[src/uerc_pkg.sv]
// Shared types, constants and checksum helpers for the UDP echo reply core.
// No dependencies; compiled first.
`default_nettype none

package uerc_pkg;

  localparam logic [5:0]  MIN_HDR_LEN = 6'd20;
  localparam logic [15:0] UDP_HDR_LEN = 16'd8;
  localparam logic [7:0]  REPLY_TTL   = 8'd64;
  localparam logic [7:0]  PROTO_UDP   = 8'd17;
  localparam logic [15:0] BYTE_COUNT_MAX = 16'hFFFF;

  typedef enum logic [2:0] {
    ST_REPLY       = 3'd0,
    ST_TOO_SHORT   = 3'd1,
    ST_BAD_UDP_LEN = 3'd2,
    ST_TRUNCATED   = 3'd3,
    ST_NOT_OURS    = 3'd4,
    ST_EMPTY       = 3'd5
  } status_t;

  // state of one finished packet, taken on its last item
  typedef struct packed {
    logic [5:0]  hl;
    logic [15:0] plen;
    logic [15:0] byte_count;
    logic [21:0] ip_sum;
    logic [31:0] udp_sum;
    logic [31:0] src_ip;
    logic [31:0] dst_ip;
    logic [15:0] src_port;
    logic [15:0] dst_port;
    logic [15:0] udp_length;
  } snap_t;

  // checked packet with unfolded checksum sums
  typedef struct packed {
    status_t     status;
    logic [15:0] ip_len;
    logic [33:0] ip_raw;
    logic [33:0] udp_raw;
    logic [31:0] local_ip;
    logic [31:0] src_ip;
    logic [15:0] src_port;
    logic [15:0] dst_port;
    logic [15:0] data_len;
  } sum_t;

  function automatic logic [16:0] words32(input logic [31:0] v);
    return {1'b0, v[31:16]} + {1'b0, v[15:0]};
  endfunction

  // end-around carry fold of a 34-bit sum to 16 bits
  function automatic logic [15:0] fold16(input logic [33:0] s);
    logic [18:0] s1;
    logic [16:0] s2;
    s1 = {3'b000, s[15:0]} + {1'b0, s[33:16]};
    s2 = {1'b0, s1[15:0]} + {14'b0, s1[18:16]};
    return s2[15:0] + {15'b0, s2[16]};
  endfunction

endpackage

`default_nettype wire

[src/uerc_if.sv]
// Valid/ready channel interfaces for packet bytes in and reply results out.
// Depends on nothing.
`default_nettype none

interface uerc_in_if;
  logic        valid;
  logic        ready;
  logic [7:0]  data_byte;
  logic [5:0]  header_len;
  logic [15:0] packet_len;
  logic        last;

  modport source (output valid, data_byte, header_len, packet_len, last, input ready);
  modport sink   (input valid, data_byte, header_len, packet_len, last, output ready);
endinterface

interface uerc_out_if;
  logic        valid;
  logic        ready;
  logic [2:0]  status;
  logic [15:0] reply_ip_len;
  logic [15:0] reply_ip_checksum;
  logic [15:0] reply_udp_checksum;
  logic [31:0] reply_src_ip;
  logic [31:0] reply_dst_ip;
  logic [15:0] reply_src_port;
  logic [15:0] reply_dst_port;
  logic [15:0] reply_data_len;

  modport source (output valid, status, reply_ip_len, reply_ip_checksum,
                  reply_udp_checksum, reply_src_ip, reply_dst_ip, reply_src_port,
                  reply_dst_port, reply_data_len, input ready);
  modport sink   (input valid, status, reply_ip_len, reply_ip_checksum,
                  reply_udp_checksum, reply_src_ip, reply_dst_ip, reply_src_port,
                  reply_dst_port, reply_data_len, output ready);
endinterface

`default_nettype wire

[src/uerc_accum.sv]
// Per-byte accumulator: captures header fields, builds running word sums and
// hands a snapshot of each finished packet on. Depends on uerc_pkg, uerc_if.
`default_nettype none

module uerc_accum (
  input  wire logic           clk,
  input  wire logic           rst,
  uerc_in_if.sink             pkt,
  output uerc_pkg::snap_t     snap,
  output logic                snap_valid,
  input  wire logic           snap_ready
);

  logic [15:0] byte_count, byte_count_next;
  logic [21:0] ip_sum, ip_sum_next;
  logic [31:0] udp_sum, udp_sum_next;
  logic [31:0] src_ip, src_ip_next;
  logic [31:0] dst_ip, dst_ip_next;
  logic [15:0] src_port, src_port_next;
  logic [15:0] dst_port, dst_port_next;
  logic [15:0] udp_length, udp_length_next;

  logic        accept;
  logic        stage_ready;
  logic [5:0]  hl;
  logic [15:0] pos;
  logic [15:0] u;
  logic [15:0] w;
  logic [15:0] uw;

  assign stage_ready = !snap_valid || snap_ready;
  assign pkt.ready   = stage_ready;
  assign accept      = pkt.valid && stage_ready;

  assign hl  = (pkt.header_len < uerc_pkg::MIN_HDR_LEN) ? uerc_pkg::MIN_HDR_LEN
                                                         : pkt.header_len;
  assign pos = byte_count;
  assign u   = pos - {10'b0, hl};
  assign w   = pos[0] ? {8'h00, pkt.data_byte} : {pkt.data_byte, 8'h00};
  assign uw  = u[0]   ? {8'h00, pkt.data_byte} : {pkt.data_byte, 8'h00};

  always_comb begin
    byte_count_next = byte_count;
    ip_sum_next     = ip_sum;
    udp_sum_next    = udp_sum;
    src_ip_next     = src_ip;
    dst_ip_next     = dst_ip;
    src_port_next   = src_port;
    dst_port_next   = dst_port;
    udp_length_next = udp_length;
    if (byte_count != uerc_pkg::BYTE_COUNT_MAX) begin
      byte_count_next = byte_count + 16'd1;
      if (pos < {10'b0, hl}) begin
        case (pos) inside
          [16'd12:16'd15]: src_ip_next = {src_ip[23:0], pkt.data_byte};
          [16'd16:16'd19]: dst_ip_next = {dst_ip[23:0], pkt.data_byte};
          16'd2, 16'd3, 16'd8, 16'd10, 16'd11: begin
          end
          default: ip_sum_next = ip_sum + {6'b0, w};
        endcase
      end else if (u < 16'd2) begin
        src_port_next = {src_port[7:0], pkt.data_byte};
        udp_sum_next  = udp_sum + {16'b0, uw};
      end else if (u < 16'd4) begin
        dst_port_next = {dst_port[7:0], pkt.data_byte};
        udp_sum_next  = udp_sum + {16'b0, uw};
      end else if (u < 16'd6) begin
        udp_length_next = {udp_length[7:0], pkt.data_byte};
      end else if (u >= uerc_pkg::UDP_HDR_LEN && u < udp_length) begin
        udp_sum_next = udp_sum + {16'b0, uw};
      end
    end
  end

  always_ff @(posedge clk) begin
    if (rst) begin
      byte_count <= '0;
      ip_sum     <= '0;
      udp_sum    <= '0;
      src_ip     <= '0;
      dst_ip     <= '0;
      src_port   <= '0;
      dst_port   <= '0;
      udp_length <= '0;
      snap_valid <= 1'b0;
    end else begin
      if (accept) begin
        snap_valid <= pkt.last;
      end else if (snap_ready) begin
        snap_valid <= 1'b0;
      end
      if (accept) begin
        if (pkt.last) begin
          byte_count <= '0;
          ip_sum     <= '0;
          udp_sum    <= '0;
          src_ip     <= '0;
          dst_ip     <= '0;
          src_port   <= '0;
          dst_port   <= '0;
          udp_length <= '0;
        end else begin
          byte_count <= byte_count_next;
          ip_sum     <= ip_sum_next;
          udp_sum    <= udp_sum_next;
          src_ip     <= src_ip_next;
          dst_ip     <= dst_ip_next;
          src_port   <= src_port_next;
          dst_port   <= dst_port_next;
          udp_length <= udp_length_next;
        end
      end
    end
  end

  always_ff @(posedge clk) begin
    if (accept && pkt.last) begin
      snap.hl         <= hl;
      snap.plen       <= pkt.packet_len;
      snap.byte_count <= byte_count_next;
      snap.ip_sum     <= ip_sum_next;
      snap.udp_sum    <= udp_sum_next;
      snap.src_ip     <= src_ip_next;
      snap.dst_ip     <= dst_ip_next;
      snap.src_port   <= src_port_next;
      snap.dst_port   <= dst_port_next;
      snap.udp_length <= udp_length_next;
    end
  end

  a_clear_after_last: assert property (@(posedge clk) disable iff (rst)
    (accept && pkt.last) |=> (byte_count == '0 && ip_sum == '0 && udp_sum == '0))
    else $error("running state not cleared after last item");

  a_count_step: assert property (@(posedge clk) disable iff (rst)
    (accept && !pkt.last && byte_count != uerc_pkg::BYTE_COUNT_MAX)
      |=> byte_count == $past(byte_count) + 16'd1)
    else $error("byte count did not advance");

  a_snap_hold: assert property (@(posedge clk) disable iff (rst)
    (snap_valid && !snap_ready) |=> (snap_valid && $stable(snap)))
    else $error("stalled snapshot changed");

endmodule

`default_nettype wire

[src/uerc_sum.sv]
// Check stage: length, address and payload checks plus unfolded checksum sums.
// Depends on uerc_pkg.
`default_nettype none

module uerc_sum (
  input  wire logic            clk,
  input  wire logic            rst,
  input  wire uerc_pkg::snap_t snap,
  input  wire logic            snap_valid,
  output logic                 snap_ready,
  input  wire logic [31:0]     local_ip,
  output uerc_pkg::sum_t       sum,
  output logic                 sum_valid,
  input  wire logic            sum_ready
);

  logic [16:0]       need;
  logic [16:0]       min_len;
  uerc_pkg::status_t status;
  logic [16:0]       local_words;
  logic [16:0]       src_words;

  assign snap_ready  = !sum_valid || sum_ready;
  assign need        = {11'b0, snap.hl} + {1'b0, snap.udp_length};
  assign min_len     = {11'b0, snap.hl} + {1'b0, uerc_pkg::UDP_HDR_LEN};
  assign local_words = uerc_pkg::words32(local_ip);
  assign src_words   = uerc_pkg::words32(snap.src_ip);

  always_comb begin
    if ({1'b0, snap.plen} < min_len) begin
      status = uerc_pkg::ST_TOO_SHORT;
    end else if (snap.udp_length < uerc_pkg::UDP_HDR_LEN) begin
      status = uerc_pkg::ST_BAD_UDP_LEN;
    end else if ({1'b0, snap.plen} < need || {1'b0, snap.byte_count} < need) begin
      status = uerc_pkg::ST_TRUNCATED;
    end else if (snap.dst_ip != local_ip) begin
      status = uerc_pkg::ST_NOT_OURS;
    end else if (snap.udp_length == uerc_pkg::UDP_HDR_LEN) begin
      status = uerc_pkg::ST_EMPTY;
    end else begin
      status = uerc_pkg::ST_REPLY;
    end
  end

  always_ff @(posedge clk) begin
    if (rst) begin
      sum_valid <= 1'b0;
    end else if (snap_ready) begin
      sum_valid <= snap_valid;
    end
  end

  always_ff @(posedge clk) begin
    if (snap_valid && snap_ready) begin
      sum.status    <= status;
      sum.ip_len    <= need[15:0];
      sum.ip_raw    <= {12'b0, snap.ip_sum} + {18'b0, uerc_pkg::REPLY_TTL, 8'h00}
                       + {17'b0, need} + {17'b0, local_words} + {17'b0, src_words};
      sum.udp_raw   <= {2'b0, snap.udp_sum} + {17'b0, local_words}
                       + {17'b0, src_words} + {26'b0, uerc_pkg::PROTO_UDP}
                       + {17'b0, snap.udp_length, 1'b0};
      sum.local_ip  <= local_ip;
      sum.src_ip    <= snap.src_ip;
      sum.src_port  <= snap.src_port;
      sum.dst_port  <= snap.dst_port;
      sum.data_len  <= snap.udp_length - uerc_pkg::UDP_HDR_LEN;
    end
  end

endmodule

`default_nettype wire

[src/uerc_fold.sv]
// Output stage: folds and complements the checksums and registers the reply.
// Depends on uerc_pkg, uerc_if.
`default_nettype none

module uerc_fold (
  input  wire logic           clk,
  input  wire logic           rst,
  input  wire uerc_pkg::sum_t sum,
  input  wire logic           sum_valid,
  output logic                sum_ready,
  uerc_out_if.source          rsp
);

  logic [15:0] ip_ck;
  logic [15:0] udp_ck;
  logic        ok;

  assign sum_ready = !rsp.valid || rsp.ready;
  assign ok        = (sum.status == uerc_pkg::ST_REPLY);
  assign ip_ck     = ~uerc_pkg::fold16(sum.ip_raw);
  assign udp_ck    = ~uerc_pkg::fold16(sum.udp_raw);

  always_ff @(posedge clk) begin
    if (rst) begin
      rsp.valid <= 1'b0;
    end else if (sum_ready) begin
      rsp.valid <= sum_valid;
    end
  end

  always_ff @(posedge clk) begin
    if (sum_valid && sum_ready) begin
      rsp.status             <= sum.status;
      rsp.reply_ip_len       <= ok ? sum.ip_len : '0;
      rsp.reply_ip_checksum  <= ok ? ip_ck : '0;
      rsp.reply_udp_checksum <= ok ? ((udp_ck == 16'h0000) ? 16'hFFFF : udp_ck) : '0;
      rsp.reply_src_ip       <= ok ? sum.local_ip : '0;
      rsp.reply_dst_ip       <= ok ? sum.src_ip : '0;
      rsp.reply_src_port     <= ok ? sum.dst_port : '0;
      rsp.reply_dst_port     <= ok ? sum.src_port : '0;
      rsp.reply_data_len     <= ok ? sum.data_len : '0;
    end
  end

  a_reject_zero: assert property (@(posedge clk) disable iff (rst)
    (rsp.valid && rsp.status != uerc_pkg::ST_REPLY)
      |-> (rsp.reply_ip_len == '0 && rsp.reply_src_ip == '0
           && rsp.reply_ip_checksum == '0 && rsp.reply_data_len == '0))
    else $error("rejected item carries reply fields");

  a_udp_ck_nonzero: assert property (@(posedge clk) disable iff (rst)
    (rsp.valid && rsp.status == uerc_pkg::ST_REPLY) |-> rsp.reply_udp_checksum != '0)
    else $error("zero UDP checksum sent on reply");

  a_rsp_hold: assert property (@(posedge clk) disable iff (rst)
    (rsp.valid && !rsp.ready) |=> (rsp.valid && $stable(rsp.reply_ip_checksum)))
    else $error("stalled reply changed");

endmodule

`default_nettype wire

[src/udp_echo_reply_checksum_core.sv]
// UDP echo reply core: takes an IPv4 packet one byte per item on pkt, and for
// each packet gives one status/reply item on rsp. A byte item is taken every
// cycle while pkt.ready is high; the per-byte sums are one add into the running
// registers. The result for a packet passes through the snapshot, check and fold
// registers to rsp, and up to three finished results can wait behind a stalled
// rsp before pkt.ready drops. local_ip is written with cfg_wr_en/cfg_wr_data;
// the user must write it only while no packet is in flight, which the block does not enforce.
// Depends on uerc_pkg, uerc_if, uerc_accum, uerc_sum, uerc_fold.
`default_nettype none

module udp_echo_reply_checksum_core (
  input  wire logic        clk,
  input  wire logic        rst,
  uerc_in_if.sink          pkt,
  uerc_out_if.source       rsp,
  input  wire logic        cfg_wr_en,
  input  wire logic [31:0] cfg_wr_data
);

  logic [31:0]     local_ip;
  uerc_pkg::snap_t snap;
  logic            snap_valid;
  logic            snap_ready;
  uerc_pkg::sum_t  sum;
  logic            sum_valid;
  logic            sum_ready;

  always_ff @(posedge clk) begin
    if (rst) begin
      local_ip <= '0;
    end else if (cfg_wr_en) begin
      local_ip <= cfg_wr_data;
    end
  end

  uerc_accum u_accum (
    .clk        (clk),
    .rst        (rst),
    .pkt        (pkt),
    .snap       (snap),
    .snap_valid (snap_valid),
    .snap_ready (snap_ready)
  );

  uerc_sum u_sum (
    .clk        (clk),
    .rst        (rst),
    .snap       (snap),
    .snap_valid (snap_valid),
    .snap_ready (snap_ready),
    .local_ip   (local_ip),
    .sum        (sum),
    .sum_valid  (sum_valid),
    .sum_ready  (sum_ready)
  );

  uerc_fold u_fold (
    .clk       (clk),
    .rst       (rst),
    .sum       (sum),
    .sum_valid (sum_valid),
    .sum_ready (sum_ready),
    .rsp       (rsp)
  );

endmodule

`default_nettype wire

[src/flat_wrapper.sv]
// flat-port wrapper written by rule: the top's interface ports become plain ports
module udp_echo_reply_checksum_core_flat 
  (clk, rst, cfg_wr_en, cfg_wr_data, pkt_valid, pkt_data_byte, pkt_header_len, pkt_packet_len, pkt_last, pkt_ready, rsp_valid, rsp_status, rsp_reply_ip_len, rsp_reply_ip_checksum, rsp_reply_udp_checksum, rsp_reply_src_ip, rsp_reply_dst_ip, rsp_reply_src_port, rsp_reply_dst_port, rsp_reply_data_len, rsp_ready);
  uerc_in_if pkt_i ();
  uerc_out_if rsp_i ();
  input  wire logic clk;
  input  wire logic rst;
  input  wire logic cfg_wr_en;
  input  wire logic [31:0] cfg_wr_data;
  input wire logic [$bits(pkt_i.valid)-1:0] pkt_valid;
  input wire logic [$bits(pkt_i.data_byte)-1:0] pkt_data_byte;
  input wire logic [$bits(pkt_i.header_len)-1:0] pkt_header_len;
  input wire logic [$bits(pkt_i.packet_len)-1:0] pkt_packet_len;
  input wire logic [$bits(pkt_i.last)-1:0] pkt_last;
  output wire logic [$bits(pkt_i.ready)-1:0] pkt_ready;
  output wire logic [$bits(rsp_i.valid)-1:0] rsp_valid;
  output wire logic [$bits(rsp_i.status)-1:0] rsp_status;
  output wire logic [$bits(rsp_i.reply_ip_len)-1:0] rsp_reply_ip_len;
  output wire logic [$bits(rsp_i.reply_ip_checksum)-1:0] rsp_reply_ip_checksum;
  output wire logic [$bits(rsp_i.reply_udp_checksum)-1:0] rsp_reply_udp_checksum;
  output wire logic [$bits(rsp_i.reply_src_ip)-1:0] rsp_reply_src_ip;
  output wire logic [$bits(rsp_i.reply_dst_ip)-1:0] rsp_reply_dst_ip;
  output wire logic [$bits(rsp_i.reply_src_port)-1:0] rsp_reply_src_port;
  output wire logic [$bits(rsp_i.reply_dst_port)-1:0] rsp_reply_dst_port;
  output wire logic [$bits(rsp_i.reply_data_len)-1:0] rsp_reply_data_len;
  input wire logic [$bits(rsp_i.ready)-1:0] rsp_ready;
  assign pkt_i.valid = pkt_valid;
  assign pkt_i.data_byte = pkt_data_byte;
  assign pkt_i.header_len = pkt_header_len;
  assign pkt_i.packet_len = pkt_packet_len;
  assign pkt_i.last = pkt_last;
  assign pkt_ready = pkt_i.ready;
  assign rsp_valid = rsp_i.valid;
  assign rsp_status = rsp_i.status;
  assign rsp_reply_ip_len = rsp_i.reply_ip_len;
  assign rsp_reply_ip_checksum = rsp_i.reply_ip_checksum;
  assign rsp_reply_udp_checksum = rsp_i.reply_udp_checksum;
  assign rsp_reply_src_ip = rsp_i.reply_src_ip;
  assign rsp_reply_dst_ip = rsp_i.reply_dst_ip;
  assign rsp_reply_src_port = rsp_i.reply_src_port;
  assign rsp_reply_dst_port = rsp_i.reply_dst_port;
  assign rsp_reply_data_len = rsp_i.reply_data_len;
  assign rsp_i.ready = rsp_ready;
  udp_echo_reply_checksum_core u_core (.clk(clk), .rst(rst), .pkt(pkt_i), .rsp(rsp_i), .cfg_wr_en(cfg_wr_en), .cfg_wr_data(cfg_wr_data));
endmodule
[config.mk]
export PLATFORM = sky130hd
export DESIGN_NAME = udp_echo_reply_checksum_core_flat
export DESIGN_NICKNAME = d
export VERILOG_FILES = /design/src/uerc_pkg.sv /design/src/uerc_if.sv /design/src/uerc_accum.sv /design/src/uerc_sum.sv /design/src/uerc_fold.sv /design/src/udp_echo_reply_checksum_core.sv /design/src/flat_wrapper.sv
export SDC_FILE = /design/constraint.sdc
export NUM_CORES = 1
export LEC_CHECK = 0
export ABC_CLOCK_PERIOD_IN_PS = 19400
export BUFFER_PORTS_ARGS = -buffer_cell sky130_fd_sc_hd__clkbuf_2
export CAP_MARGIN = 10
export CORE_MARGIN = 5
export CORE_UTILIZATION = 45
export DETAILED_ROUTE_END_ITERATION = 6
export PLACE_DENSITY = 0.63
export SYNTH_ARGS = -nofsm -noshare
export SYNTH_HDL_FRONTEND = slang
export SYNTH_SLANG_ARGS = --single-unit
[constraint.sdc]
create_clock -name clk -period 19.4 [get_ports clk]
set_input_delay 1.94 -clock clk [delete_from_list [all_inputs] [get_ports clk]]
set_output_delay 1.94 -clock clk [all_outputs]
set_load 0.005 [all_outputs]
==> impl_metrics.tcl <==
set metrics [dict create \
    max-vdd-ir-drop_mv 0.0680 \
    mostFrequentLayoutCells "edfxtp_1 (554), nor2_1 (273), ha_1 (240)" \
    status "finished, final reports clean" \
    grtUsageMet1 0.299 \
    dominantRegCellSynth "edfxtp_1" \
    cts_made_buffers 83 \
    power_per_cell_area_nw_per_um2 104 \
    syn_area_per_cell_um2 11.7 \
    post-route-cell-area_um2 45100 \
    core-area_um2 88400 \
    wire_per_inst_um 20.7 \
    place.detailed.hpwl_mm 72.8 \
    fin_nets 4024 \
    worstSetupPathType "flop to flop" \
    rows 109 \
    drc 0 \
    fillerInstances 7816 \
    cp_slowest_cell "or4_1" \
    via_per_inst 5.48 \
    async_reset_ff_frac 0 \
    clk_pin_slew_ps 60 \
    maxCapViolations 0 \
    critPathLaunch "u_core.u_sum.sum[112]" \
    h-tree-depth 3 \
    die_w_um 308 \
    final_core_util 0.510 \
    arrival_ps 8470 \
    hold_path_class "flop to flop" \
    gp_congestion 0.891 \
    slew_violations 0 \
    grt_pass1_vias 25700 \
    grt_overflow 0 \
    finalSetupViolations 0 \
    drtPass1Iterations 5 \
    final_common_cell "edfxtp_1" \
    drive_gt1_frac 0.145 \
    grt_pass1_wl_mm 153 \
    clockRootBuffer "clkbuf_16" \
    final_hold_viol_count 0 \
    hold_ws_ps 414 \
    synth_edf_count 554 \
    grt.total_usage 0.206 \
    slew_headroom 0.254 \
    dieArea_um2 95000 \
    cp-start-kind "flop" \
    required_ps 19870 \
    yosys_warnings 0 \
    antenna_found_initial 7 \
    drtAntennaViolNets 0 \
    place_area_um2 42400 \
    worstHoldStart "u_core.u_accum.snap[26]" \
    yosysSeqAreaShare 0.524 \
    use_met3 0.0360 \
    clk_latency_ps 640 \
    seq_area_um2 21000 \
    clkSinkCount 771 \
    cts_buffer_depth 3 \
    grt.busiest_layer "met2" \
    syn_inst 3426 \
    cts.hold.buffers_added 0 \
    fin_skew_ps 16.7 \
    met2_usage 0.328 \
    cp_max_fo 15 \
    cts_tree "built" \
    numPortBuffers 232 \
    rsz0062_at_grt "false" \
    ioPinCount 233 \
    min_period_ps 8000 \
    syn_nets 3810 \
    initial_core_util 0.453 \
    wl_mm 101 \
    drtIter0Drc 2291 \
    postCtsSetupBuffers 0 \
    worst_pin_slew_ps 1120 \
    die_h_um 308 \
    timing.critical_path.mode_cell "ha_1" \
    synth_cell_types 83 \
    vias 26700 \
    netlist_area_um2 40000 \
    finalCritPeriodShare 0.412 \
    cpPeakStageDelay_ps 520 \
    tns_ps 0 \
    fmax_mhz 125 \
    grt_max_degree 94 \
    crit_path_end_kind "flop" \
    multi_input_area_um2 17900 \
    p_leak_nw 17.6 \
    ys_ff_latch 771 \
    areaGrowthSynthToFinish_pct 12.7 \
    cts_resized 0 \
    r2r_start "u_core.u_sum.sum[112]" \
]
[worst paths after layout]
kind | slack, ps | end | cells after the start
hold / removal | 410 | u_core.u_sum.sum[26] | 0
setup / recovery | 11400 | u_core.u_fold.rsp.reply_udp_checksum[2] | 31
setup reg to reg | 11400 | u_core.u_fold.rsp.reply_udp_checksum[2] | 31
hold reg to reg | 410 | u_core.u_sum.sum[26] | 0
[layer usage]
| layer | vias up | part of all wire |
|---|---|---|
| met1 | 12900 | 0.46 |
| met5 | - | 0.00013 |
| met3 | 136 | 0.066 |
| met4 | 2 | 0.022 |
| li1 | 12900 | - |
| met2 | 742 | 0.46 |
[registers in the layout (all words and copies together), names as in the netlist, 22 cells and up]
signal,cells
u_core.local_ip,32
u_core.u_accum.dst_ip,32
u_core.u_accum.ip_sum,22
u_core.u_accum.snap,204
u_core.u_accum.src_ip,32
u_core.u_accum.udp_sum,32
u_core.u_fold.rsp.reply_dst_ip,32
u_core.u_fold.rsp.reply_src_ip,32
u_core.u_sum.sum,187
[Yosys cell counts (56+ instances only)]
cell type,n,share of area
and2_1,165,0.026
a22oi_1,107,0.020
dfxtp_1,217,0.11
mux2_2,112,0.032
ha_1,240,0.075
o21ai_0,119,0.015
nand3_1,56,0.0070
inv_1,191,0.018
clkbuf_1,112,0.011
nor2_1,276,0.026
edfxtp_1,554,0.42
nand2_1,159,0.015
a21oi_1,136,0.017
xnor2_1,151,0.033
xor2_1,105,0.023
fa_1,76,0.038
nor3_1,56,0.0070
[cell families (layout without fill, tap and decap cells)]
kind of cell / after synthesis / count (layout) / share of synthesized area
other cells: 0 / 3 / 0
flops: 771 / 771 / 0.524
xor+xnor: 256 / 256 / 0.0560
buf+inv: 323 / 605 / 0.0310
simple gates: 939 / 939 / 0.119
mux: 157 / 157 / 0.0428
compound gates: 664 / 664 / 0.114
fa+ha+maj: 316 / 316 / 0.113
[power breakdown]
group          switching (W)  internal, W  leakage, nW  total, W
combinational       0.000726     0.000487         9.59   0.00121
sequential         0.0000454      0.00187         6.73   0.00192
clock               0.000654     0.000900         1.30   0.00155
total                0.00143      0.00326         17.6   0.00468
[worst max-delay path: cells and delay by family (launching register included)]
| kind | cells | cell delay, ps |
|---|---|---|
| and+or+nand+nor | 10 | 2730 |
| AOI/OAI and AO/OA | 13 | 2680 |
| adders and majority gates | 6 | 1700 |
| DFF | 1 | 360 |
| xor gates and xnor gates | 2 | 340 |
[stage by stage]
stage	total power (W)	worst slack (ps)	instances
final	0.00468	11400	4876
after global routing	0.00494	10600	4874
after CTS	0.00473	11360	4873
after detailed placement	0.00316	11380	4720
after global placement	0.00315	11530	4720
after floorplan	0.00284	2880	3426
[final cells by class]
class,instances,share of cell area
antenna,3,0.000166
clock buffer,104,0.0487
clock inverter,49,0.0102
inverter,191,0.0161
multi-input combinational,2332,0.397
sequential,771,0.465
tap,1165,0.0323
timing repair buffer,261,0.0306
(Power assumes the default switching activity.)
